$ cat src/rtl/lmsnc_pkg.sv
`timescale 1ns / 1ps
// ----------------------------------------------------------------------------
// LMS noise canceller package
// Shared widths, reset values, sequencer states and control bundle.
// ----------------------------------------------------------------------------
package lmsnc_pkg;

  localparam int unsigned TAPS_DEF = 32;
  localparam int unsigned SAMP_W   = 16;
  localparam int unsigned WGT_W    = 32;
  localparam int unsigned STEP_W   = 16;
  localparam int unsigned MA_W     = 32;
  localparam int unsigned MB_W     = 17;
  localparam int unsigned PROD_W   = MA_W + MB_W;

  localparam logic [STEP_W-1:0] STEP_RST = 16'd1311;

  typedef enum logic [2:0] {
    ST_IDLE,
    ST_MAC,
    ST_FIN,
    ST_SCALE,
    ST_SCALE_CAP,
    ST_UPD,
    ST_DONE
  } state_e;

  typedef enum logic [1:0] {
    MUL_MAC,
    MUL_SCALE,
    MUL_UPD
  } mul_sel_e;

  typedef struct packed {
    logic     take;
    logic     acc_en;
    logic     ye_en;
    logic     se_en;
    logic     w_we;
    logic     out_load;
    mul_sel_e mul_sel;
  } ctrl_t;

endpackage

$ cat src/rtl/lmsnc_taps.sv
`timescale 1ns / 1ps
// ----------------------------------------------------------------------------
// LMS tap delay line
// Circular sample buffer with per-entry valid bits; read by tap age.
// ----------------------------------------------------------------------------
module lmsnc_taps
  import lmsnc_pkg::*;
#(
  parameter int unsigned TAPS = TAPS_DEF
) (
  input  logic                     clk_i,
  input  logic                     rst_ni,
  input  logic                     push_i,
  input  logic signed [SAMP_W-1:0] push_data_i,
  input  logic [((TAPS > 1) ? $clog2(TAPS) : 1)-1:0] rd_idx_i,
  output logic signed [SAMP_W-1:0] rd_data_o
);

  localparam int unsigned AW = (TAPS > 1) ? $clog2(TAPS) : 1;

  logic signed [SAMP_W-1:0] mem [TAPS];
  logic [TAPS-1:0]          vld_q;
  logic [AW-1:0]            wp_q, wp_d;
  logic [AW:0]              addr_wide;
  logic [AW-1:0]            rd_addr;
  logic signed [SAMP_W-1:0] rd_q;
  logic                     rv_q;

  assign wp_d = (wp_q == AW'(TAPS - 1)) ? '0 : wp_q + AW'(1);

  // newest sample sits at wp_q, older ones below it with wrap
  always_comb begin
    if (wp_q >= rd_idx_i) begin
      addr_wide = {1'b0, wp_q} - {1'b0, rd_idx_i};
    end else begin
      addr_wide = {1'b0, wp_q} + (AW + 1)'(TAPS) - {1'b0, rd_idx_i};
    end
  end
  assign rd_addr = addr_wide[AW-1:0];

  always_ff @(posedge clk_i or negedge rst_ni) begin
    if (!rst_ni) begin
      wp_q  <= '0;
      vld_q <= '0;
    end else if (push_i) begin
      wp_q        <= wp_d;
      vld_q[wp_d] <= 1'b1;
    end
  end

  always_ff @(posedge clk_i) begin
    if (push_i) begin
      mem[wp_d] <= push_data_i;
    end
    rd_q <= mem[rd_addr];
    rv_q <= vld_q[rd_addr];
  end

  assign rd_data_o = rv_q ? rd_q : '0;

endmodule

$ cat src/rtl/lmsnc_weights.sv
`timescale 1ns / 1ps
// ----------------------------------------------------------------------------
// LMS coefficient store
// Weight memory, one read and one write port, per-entry valid bits.
// ----------------------------------------------------------------------------
module lmsnc_weights
  import lmsnc_pkg::*;
#(
  parameter int unsigned TAPS = TAPS_DEF
) (
  input  logic                    clk_i,
  input  logic                    rst_ni,
  input  logic [((TAPS > 1) ? $clog2(TAPS) : 1)-1:0] rd_idx_i,
  input  logic                    wr_en_i,
  input  logic [((TAPS > 1) ? $clog2(TAPS) : 1)-1:0] wr_idx_i,
  input  logic signed [WGT_W-1:0] wr_data_i,
  output logic signed [WGT_W-1:0] rd_data_o
);

  logic signed [WGT_W-1:0] mem [TAPS];
  logic [TAPS-1:0]         vld_q;
  logic signed [WGT_W-1:0] rd_q;
  logic                    rv_q;

  always_ff @(posedge clk_i or negedge rst_ni) begin
    if (!rst_ni) begin
      vld_q <= '0;
    end else if (wr_en_i) begin
      vld_q[wr_idx_i] <= 1'b1;
    end
  end

  always_ff @(posedge clk_i) begin
    if (wr_en_i) begin
      mem[wr_idx_i] <= wr_data_i;
    end
    rd_q <= mem[rd_idx_i];
    rv_q <= vld_q[rd_idx_i];
  end

  assign rd_data_o = rv_q ? rd_q : '0;

endmodule

$ cat src/rtl/lmsnc_alu.sv
`timescale 1ns / 1ps
// ----------------------------------------------------------------------------
// LMS shared arithmetic unit
// One registered multiplier, accumulator, output rounding, error
// saturation and the saturating coefficient update.
// ----------------------------------------------------------------------------
module lmsnc_alu
  import lmsnc_pkg::*;
#(
  parameter int unsigned TAPS = TAPS_DEF
) (
  input  logic                     clk_i,
  input  ctrl_t                    ctrl_i,
  input  logic signed [SAMP_W-1:0] desired_i,
  input  logic [STEP_W-1:0]        step_i,
  input  logic signed [SAMP_W-1:0] tap_i,
  input  logic signed [WGT_W-1:0]  wgt_i,
  output logic signed [SAMP_W-1:0] y_o,
  output logic signed [SAMP_W-1:0] e_o,
  output logic signed [WGT_W-1:0]  wgt_new_o
);

  localparam int unsigned ACC_W = 48 + $clog2(TAPS);
  localparam int unsigned YS_W  = ACC_W - 30;
  localparam int unsigned INC_W = PROD_W - 16;
  localparam int unsigned NW_W  = INC_W + 1;

  localparam logic signed [YS_W-1:0]   Y_MAX = YS_W'(32767);
  localparam logic signed [YS_W-1:0]   Y_MIN = -YS_W'(32768);
  localparam logic signed [SAMP_W:0]   E_MAX = (SAMP_W + 1)'(32767);
  localparam logic signed [SAMP_W:0]   E_MIN = -(SAMP_W + 1)'(32768);
  localparam logic signed [NW_W-1:0]   W_MAX = NW_W'(64'sd2147483647);
  localparam logic signed [NW_W-1:0]   W_MIN = -NW_W'(64'sd2147483648);

  logic signed [MA_W-1:0]   mul_a;
  logic signed [MB_W-1:0]   mul_b;
  logic signed [PROD_W-1:0] prod_q;
  logic signed [ACC_W-1:0]  acc_q;
  logic signed [ACC_W-1:0]  acc_rnd;
  logic signed [YS_W-1:0]   y_sh;
  logic signed [SAMP_W-1:0] y_sat;
  logic signed [SAMP_W:0]   e_diff;
  logic signed [SAMP_W-1:0] e_sat;
  logic signed [SAMP_W-1:0] des_q, y_q, e_q;
  logic signed [MA_W-1:0]   se_q;
  logic signed [WGT_W-1:0]  w2_q;
  logic signed [PROD_W-1:0] prod_rnd;
  logic signed [INC_W-1:0]  inc;
  logic signed [NW_W-1:0]   w_sum;

  always_comb begin
    case (ctrl_i.mul_sel)
      MUL_SCALE: begin
        mul_a = MA_W'(e_q);
        mul_b = signed'({1'b0, step_i});
      end
      MUL_UPD: begin
        mul_a = se_q;
        mul_b = MB_W'(tap_i);
      end
      default: begin
        mul_a = wgt_i;
        mul_b = MB_W'(tap_i);
      end
    endcase
  end

  always_ff @(posedge clk_i) begin
    prod_q <= PROD_W'(mul_a) * PROD_W'(mul_b);
    w2_q   <= wgt_i;
    if (ctrl_i.take) begin
      des_q <= desired_i;
      acc_q <= '0;
    end else if (ctrl_i.acc_en) begin
      acc_q <= acc_q + ACC_W'(prod_q);
    end
    if (ctrl_i.ye_en) begin
      y_q <= y_sat;
      e_q <= e_sat;
    end
    if (ctrl_i.se_en) begin
      se_q <= prod_q[MA_W-1:0];
    end
  end

  // output: round half up from Q3.45 to Q1.15, then clamp
  assign acc_rnd = acc_q + ACC_W'(64'sd536870912);
  assign y_sh    = YS_W'(acc_rnd >>> 30);

  always_comb begin
    if (y_sh > Y_MAX) begin
      y_sat = 16'sh7fff;
    end else if (y_sh < Y_MIN) begin
      y_sat = -16'sh8000;
    end else begin
      y_sat = y_sh[SAMP_W-1:0];
    end
  end

  assign e_diff = (SAMP_W + 1)'(des_q) - (SAMP_W + 1)'(y_sat);

  always_comb begin
    if (e_diff > E_MAX) begin
      e_sat = 16'sh7fff;
    end else if (e_diff < E_MIN) begin
      e_sat = -16'sh8000;
    end else begin
      e_sat = e_diff[SAMP_W-1:0];
    end
  end

  // update: round Q2.46 increment half up to Q2.30, clamp the new weight
  assign prod_rnd = prod_q + PROD_W'(32768);
  assign inc      = INC_W'(prod_rnd >>> 16);
  assign w_sum    = NW_W'(w2_q) + NW_W'(inc);

  always_comb begin
    if (w_sum > W_MAX) begin
      wgt_new_o = 32'sh7fffffff;
    end else if (w_sum < W_MIN) begin
      wgt_new_o = -32'sh80000000;
    end else begin
      wgt_new_o = w_sum[WGT_W-1:0];
    end
  end

  assign y_o = y_q;
  assign e_o = e_q;

endmodule

$ cat src/rtl/lmsnc_ctrl.sv
`timescale 1ns / 1ps
// ----------------------------------------------------------------------------
// LMS sequencer
// Runs the filter pass, the error and gain step, the update pass and the output handoff.
// ----------------------------------------------------------------------------
module lmsnc_ctrl
  import lmsnc_pkg::*;
#(
  parameter int unsigned TAPS = TAPS_DEF
) (
  input  logic  clk_i,
  input  logic  rst_ni,
  input  logic  in_valid_i,
  output logic  in_stall_o,
  input  logic  out_free_i,
  output ctrl_t ctrl_o,
  output logic [((TAPS > 1) ? $clog2(TAPS) : 1)-1:0] rd_idx_o,
  output logic [((TAPS > 1) ? $clog2(TAPS) : 1)-1:0] wr_idx_o
);

  localparam int unsigned AW = (TAPS > 1) ? $clog2(TAPS) : 1;
  localparam int unsigned CW = $clog2(TAPS + 2);

  state_e        state_q, state_d;
  logic [CW-1:0] cnt_q, cnt_d;
  logic          issue;
  logic          v1_q, v2_q;
  logic [AW-1:0] idx1_q, idx2_q;
  logic          pass_end;

  assign issue    = ((state_q == ST_MAC) || (state_q == ST_UPD)) && (cnt_q < CW'(TAPS));
  assign pass_end = (cnt_q == CW'(TAPS + 1));
  assign rd_idx_o = cnt_q[AW-1:0];
  assign wr_idx_o = idx2_q;

  always_ff @(posedge clk_i or negedge rst_ni) begin
    if (!rst_ni) begin
      state_q <= ST_IDLE;
      cnt_q   <= '0;
      v1_q    <= 1'b0;
      v2_q    <= 1'b0;
    end else begin
      state_q <= state_d;
      cnt_q   <= cnt_d;
      v1_q    <= issue;
      v2_q    <= v1_q;
    end
  end

  always_ff @(posedge clk_i) begin
    idx1_q <= cnt_q[AW-1:0];
    idx2_q <= idx1_q;
  end

  always_comb begin
    state_d    = state_q;
    cnt_d      = cnt_q;
    in_stall_o = 1'b1;
    ctrl_o     = '{take: 1'b0, acc_en: 1'b0, ye_en: 1'b0, se_en: 1'b0,
                   w_we: 1'b0, out_load: 1'b0, mul_sel: MUL_MAC};
    case (state_q)
      ST_IDLE: begin
        in_stall_o = 1'b0;
        cnt_d      = '0;
        if (in_valid_i) begin
          ctrl_o.take = 1'b1;
          state_d     = ST_MAC;
        end
      end
      ST_MAC: begin
        ctrl_o.acc_en = v2_q;
        if (pass_end) begin
          cnt_d   = '0;
          state_d = ST_FIN;
        end else begin
          cnt_d = cnt_q + CW'(1);
        end
      end
      ST_FIN: begin
        ctrl_o.ye_en = 1'b1;
        state_d      = ST_SCALE;
      end
      ST_SCALE: begin
        ctrl_o.mul_sel = MUL_SCALE;
        state_d        = ST_SCALE_CAP;
      end
      ST_SCALE_CAP: begin
        ctrl_o.se_en = 1'b1;
        cnt_d        = '0;
        state_d      = ST_UPD;
      end
      ST_UPD: begin
        ctrl_o.mul_sel = MUL_UPD;
        ctrl_o.w_we    = v2_q;
        if (pass_end) begin
          cnt_d   = '0;
          state_d = ST_DONE;
        end else begin
          cnt_d = cnt_q + CW'(1);
        end
      end
      ST_DONE: begin
        if (out_free_i) begin
          ctrl_o.out_load = 1'b1;
          state_d         = ST_IDLE;
        end
      end
      default: begin
        state_d = ST_IDLE;
      end
    endcase
  end

endmodule

$ cat src/rtl/lms_adaptive_noise_canceller.sv
`timescale 1ns / 1ps
// ----------------------------------------------------------------------------
// LMS adaptive noise canceller
// Adaptive FIR of TAPS coefficients; returns noise estimate and cleaned signal.
// ----------------------------------------------------------------------------
// Each beat on the input carries a desired and a reference sample (Q1.15);
// one result beat follows with the filter output and the error, both
// saturated Q1.15. One multiplier does all the multiplies: a dot-product
// pass over the taps, one gain multiply, then an update pass that rewrites
// every coefficient. The input is stalled from acceptance until the result
// is loaded for output, so no new item is taken before then; a result
// waiting at the output does not hold up the next item until its update
// is done. Tap line and coefficients read as zero after reset through
// per-entry valid bits, with no clearing pass. step_size resets to 1311 and
// should be written only while the block is idle.
// ----------------------------------------------------------------------------
module lms_adaptive_noise_canceller
  import lmsnc_pkg::*;
#(
  parameter int unsigned TAPS = TAPS_DEF
) (
  input  logic                     clk_i,
  input  logic                     rst_ni,
  input  logic                     in_valid_i,
  output logic                     in_stall_o,
  input  logic signed [SAMP_W-1:0] desired_sample_i,
  input  logic signed [SAMP_W-1:0] reference_sample_i,
  output logic                     out_valid_o,
  input  logic                     out_stall_i,
  output logic signed [SAMP_W-1:0] filter_out_o,
  output logic signed [SAMP_W-1:0] error_out_o,
  input  logic                     cfg_valid_i,
  output logic                     cfg_ready_o,
  input  logic [STEP_W-1:0]        cfg_data_i
);

  localparam int unsigned AW = (TAPS > 1) ? $clog2(TAPS) : 1;

  ctrl_t                    ctrl;
  logic [AW-1:0]            rd_idx, wr_idx;
  logic signed [SAMP_W-1:0] tap_rd;
  logic signed [WGT_W-1:0]  wgt_rd, wgt_new;
  logic signed [SAMP_W-1:0] y, e;
  logic [STEP_W-1:0]        step_q;
  logic                     out_valid_q;
  logic signed [SAMP_W-1:0] filter_q, error_q;
  logic                     out_free;

  assign cfg_ready_o = 1'b1;
  assign out_free    = !out_valid_q || !out_stall_i;

  always_ff @(posedge clk_i or negedge rst_ni) begin
    if (!rst_ni) begin
      step_q      <= STEP_RST;
      out_valid_q <= 1'b0;
    end else begin
      if (cfg_valid_i) begin
        step_q <= cfg_data_i;
      end
      if (ctrl.out_load) begin
        out_valid_q <= 1'b1;
      end else if (!out_stall_i) begin
        out_valid_q <= 1'b0;
      end
    end
  end

  always_ff @(posedge clk_i) begin
    if (ctrl.out_load) begin
      filter_q <= y;
      error_q  <= e;
    end
  end

  assign out_valid_o  = out_valid_q;
  assign filter_out_o = filter_q;
  assign error_out_o  = error_q;

  lmsnc_ctrl #(.TAPS(TAPS)) u_ctrl (
    .clk_i      (clk_i),
    .rst_ni     (rst_ni),
    .in_valid_i (in_valid_i),
    .in_stall_o (in_stall_o),
    .out_free_i (out_free),
    .ctrl_o     (ctrl),
    .rd_idx_o   (rd_idx),
    .wr_idx_o   (wr_idx)
  );

  lmsnc_taps #(.TAPS(TAPS)) u_taps (
    .clk_i       (clk_i),
    .rst_ni      (rst_ni),
    .push_i      (ctrl.take),
    .push_data_i (reference_sample_i),
    .rd_idx_i    (rd_idx),
    .rd_data_o   (tap_rd)
  );

  lmsnc_weights #(.TAPS(TAPS)) u_weights (
    .clk_i     (clk_i),
    .rst_ni    (rst_ni),
    .rd_idx_i  (rd_idx),
    .wr_en_i   (ctrl.w_we),
    .wr_idx_i  (wr_idx),
    .wr_data_i (wgt_new),
    .rd_data_o (wgt_rd)
  );

  lmsnc_alu #(.TAPS(TAPS)) u_alu (
    .clk_i     (clk_i),
    .ctrl_i    (ctrl),
    .desired_i (desired_sample_i),
    .step_i    (step_q),
    .tap_i     (tap_rd),
    .wgt_i     (wgt_rd),
    .y_o       (y),
    .e_o       (e),
    .wgt_new_o (wgt_new)
  );

endmodule
$ cat config.mk
export PLATFORM = sky130hd
export DESIGN_NAME = lms_adaptive_noise_canceller
export DESIGN_NICKNAME = d
export VERILOG_FILES = /design/src/rtl/lmsnc_pkg.sv /design/src/rtl/lmsnc_taps.sv /design/src/rtl/lmsnc_weights.sv /design/src/rtl/lmsnc_alu.sv /design/src/rtl/lmsnc_ctrl.sv /design/src/rtl/lms_adaptive_noise_canceller.sv
export SDC_FILE = /design/constraint.sdc
export NUM_CORES = 2
export LEC_CHECK = 0
export BUFFER_PORTS_ARGS = -buffer_cell sky130_fd_sc_hd__clkbuf_2
export CAP_MARGIN = 20
export CORE_MARGIN = 10
export CORE_UTILIZATION = 62
export CTS_CLUSTER_SIZE = 30
export DETAILED_ROUTE_END_ITERATION = 8
export GPL_TIMING_DRIVEN = 0
export PLACE_DENSITY_LB_ADDON = 0.25
export SLEW_MARGIN = 20
export SYNTH_ARGS = -nofsm -noshare
export SYNTH_HDL_FRONTEND = slang
export SYNTH_HIERARCHICAL = 1
export SYNTH_SLANG_ARGS = --single-unit
$ cat constraint.sdc
create_clock -name clk_i -period 9 [get_ports clk_i]
set_clock_uncertainty 0.15 [all_clocks]
set_input_delay 2.25 -clock clk_i [delete_from_list [all_inputs] [get_ports clk_i]]
set_output_delay 2.25 -clock clk_i [all_outputs]
set_load 0.05 [all_outputs]
==> out/results.tsv <==
stage	metric	value	unit
run_status	status	completed	
sta	slew margin rel.	24.8	%
floorplan	IO Count	88	
min_path	worst min-delay path startpoint	u_ctrl/idx1_q[4]$_DFF_P_	
synth	Post-synth EDFFs	1648	
layout	Area Growth Syn to Fin	12.8	%
sta	fin crit share	97.6	%
cts	clk slew on worst S/H paths	0.06	ns
drt	mean number of vias per cell	6.33	
cts	Worst-Skew Late Latency	0.86	ns
cts	TritonCTS Buffers	190	
synth	synth top area cells	edfxtp_1 50%, fa_1 11%, mux2i_1 8.7%	
synth	Yosys reg bits	1939	
sta	Final Slew Violations	0	
sta	final setup fails	0	
floorplan	Die Wd	421	um
floorplan	core area	160000	um^2
placement	IO Port Bufs	85	
global_route	total grt overflow	0	
critical_path	r2r startpoint	u_ctrl/state_q[1]$_DFFE_PN0P_	
synth	Post-Syn Area	99700	um^2
layout	share of cells above drive strength 1	12.4	%
floorplan	Die H	421	um
sta	Slew @ Worst Pin	1.12	ns
floorplan	standard-cell row count	147	
synth	prevailing post-synth register cell	edfxtp_1	
critical_path	flop2flop setup slack	0.22	ns
placement	DPL Wire Length	206000	um
synth	Syn Inst Count	7652	
sta	minimum clock period	8.78	ns
global_route	antenna violations before repair	10	
drt	starting DRC count in detailed routing	7889	
synth	register area share after synthesis	56.0	%
drt	final wirelength	285000	um
min_path	worst hold path stage count	0	
cts	Max H-tree Level	4	
sta	final hold violations	0	
global_route	vias in the first global route	65800	
layout	most common cell after layout, fill and taps aside	edfxtp_1	
critical_path	R2R depth	30	
drt	Detailed Routing Iterations Pass 1	6	
floorplan	Initial Util	62.2	%
synth	Yosys cell types	103	
critical_path	slowest stage delay, CP	0.62	ns
synth	synthesized area per cell	13.0	um^2
drt	final antenna-violating net count	0	
critical_path	CP Max Fanout	10	
sta	fmax	0.114	GHz
critical_path	worst flop-to-flop path endpoint	u_alu/prod_q[41]$_DFF_P_	
floorplan	DIE AREA	177000	um^2
critical_path	highest-delay cell along the critical path	fa_1	
synth	share of synthesized registers carrying an async set or reset	5.00	%
synth	Synth top area share	49.7	%
synth	syn_nets	8463	
synth	post-synth top area cell	edfxtp_1	
global_route	first-pass GRT wire length	420000	um
cts	maximum clock insertion buffer count	3	
layout	commonest non-fill, non-tap cells in the layout	1648 x edfxtp_1, 849 x mux2i_1, 630 x inv_1, 563 x nand2_1, 524 x fa_1	
global_route	pin count of the biggest net entering global routing	72	
critical_path	CP Launch Type	flop	
placement	Placement Setup Slack	-1.80	ns
critical_path	critical path data arrival time	9.36	ns
cts	CTS tree	yes	
cts	root buf cell	clkbuf_16	
critical_path	critical path class	flop to flop	
placement	GP Congestion	0.990	
sta	RSZ-0062 raised after global routing	true	
cts	CTS Hold Bufs	0	
drt	via count	65500	
layout	Net count, final	8846	
min_path	hold worst-path end	u_ctrl/wr_idx_o[4]$_DFF_P_	
cts	CTS sink cnt	1939	
global_route	gr usage total	31.5	%
drt	wire per inst	27.5	um
min_path	Hold Crit Class	flop to flop	
critical_path	worst endpoint required time	9.57	ns
sta	Final WS setup	0.218	ns
synth	synth warn	6	
run	max-cap violations	0	
critical_path	Worst setup EP type	flop	
sta	WHS	0.176	ns
drt	DRC	0	
==> worst max-delay path by stage <==
stage                                        startpoint                  endpoint  slack, ns  cells after the start
after CTS                 u_ctrl/state_q[1]$_DFFE_PN0P_  u_alu/prod_q[44]$_DFF_P_     -0.009                     28
after global routing      u_ctrl/state_q[1]$_DFFE_PN0P_  u_alu/prod_q[45]$_DFF_P_     -0.009                     29
after global placement    u_ctrl/state_q[1]$_DFFE_PN0P_  u_alu/prod_q[44]$_DFF_P_      -1.73                     27
after floorplan           u_ctrl/state_q[1]$_DFFE_PN0P_  u_alu/prod_q[48]$_DFF_P_       1.03                     30
final                     u_ctrl/state_q[1]$_DFFE_PN0P_  u_alu/prod_q[41]$_DFF_P_       0.22                     30
after detailed placement  u_ctrl/state_q[1]$_DFFE_PN0P_  u_alu/prod_q[38]$_DFF_P_      -1.80                     26
==> registers in the layout (all words and copies together), names as in the netlist, 3 cells and up <==
| register | cells |
|---|---|
| u_ctrl/wr_idx_o | 5 |
| u_ctrl/idx1_q | 5 |
| step_q | 16 |
| error_out_o | 16 |
| u_alu/se_q | 32 |
| u_taps/wp_q | 5 |
| u_weights/vld_q | 32 |
| u_alu/des_q | 16 |
| u_taps/rd_q | 16 |
| u_alu/e_o | 16 |
| u_taps/vld_q | 32 |
| u_ctrl/state_q | 3 |
| u_weights/rd_q | 32 |
| filter_out_o | 16 |
| u_ctrl/cnt_q | 6 |
| u_alu/w2_q | 32 |
| u_alu/y_o | 16 |
| u_alu/prod_q | 49 |
| u_alu/acc_q | 53 |
| u_weights/mem | 1024 |
| u_taps/mem | 512 |
==> area by class of cell <==
| type | instances | area [um^2] |
|---|---|---|
| multi-input cells | 4679 | 40600 |
| clock inverters | 99 | 910 |
| well taps | 2160 | 2700 |
| fillers | 10700 | 47800 |
| plain buffers | 379 | 2070 |
| clock buffers | 256 | 5170 |
| flip-flops and latches | 1939 | 55800 |
| inverters | 643 | 2410 |
| diodes | 3 | 7.51 |
| repair buffers | 203 | 2670 |
==> synth_stat cells, drive strengths merged (6+ instances only) <==
cell / n
edfxtp: 1648
mux2i: 862
inv: 642
nand2: 563
fa: 525
nor2: 451
nand3: 440
a21oi: 255
ha: 233
clkbuf: 217
dfxtp: 194
buf: 174
o21ai: 167
xnor2: 116
a22oi: 115
nand4: 105
dfrtp: 90
a21o: 80
xor2: 75
a22o: 69
mux2: 67
and2: 66
nor3: 62
o21a: 56
a31oi: 55
o21bai: 49
or2: 36
and3: 28
nor2b: 27
a211oi: 23
nand2b: 18
o211ai: 14
o31ai: 13
nand3b: 8
a21boi: 7
a221oi: 7
and4: 7
dfstp: 7
nor3b: 7
or3: 6
==> per-stage QoR <==
step                      utilization [%]  instances  setup TNS, ns  cell area (um^2)
final                                70.2      10400              0            112000
after global routing                 70.2      10400       -0.00883            112000
after CTS                            70.0      10300       -0.00918            112000
after detailed placement             65.9       9998         -37.50            106000
after global placement               64.2       9897         -36.95            103000
after floorplan                         -       7652              0             99700
==> per-layer routing <==
layer	track usage [%]	vias to the layer above	share of wire [%]
met5	0	-	0
met4	12.9	0	4.6
met3	7.99	610	12
met2	48.2	3875	45
met1	43.3	33000	39
li1	-	28100	-
==> critical path: cells and delay by family (launching register included) <==
family          cells  cell delay (ns)
flops               1             0.44
fa+ha+maj           8             3.80
xor+xnor            1             0.14
compound gates      9             2.22
buf+inv             8             1.03
simple gates        4             0.85
==> what timing repair did <==
item / CTS / global route
pin swaps: 1 / 8
setup endpoints to repair: 35 / 17
buffers inserted: 3 / 14
gates resized for setup: 130 / 78
==> cells by family (layout without fill, tap and decap cells) <==
| group | after synthesis | count (layout) | share of synthesized area [%] |
|---|---|---|---|
| buffers and inverters | 1034 | 1580 | 4.43 |
| XOR/XNOR | 191 | 191 | 1.71 |
| other | 1 | 4 | 0.00376 |
| AND/OR/NAND/NOR | 1836 | 1836 | 8.45 |
| AO/OA/AOI/OAI | 963 | 963 | 6.41 |
| flip-flops | 1939 | 1939 | 56.0 |
| adder cells (fa/ha/maj) | 759 | 759 | 13.5 |
| multiplexers | 929 | 929 | 9.52 |
Power is not shown: default switching activity piles up to over one toggle a cycle in this logic, so the estimate is an artifact.
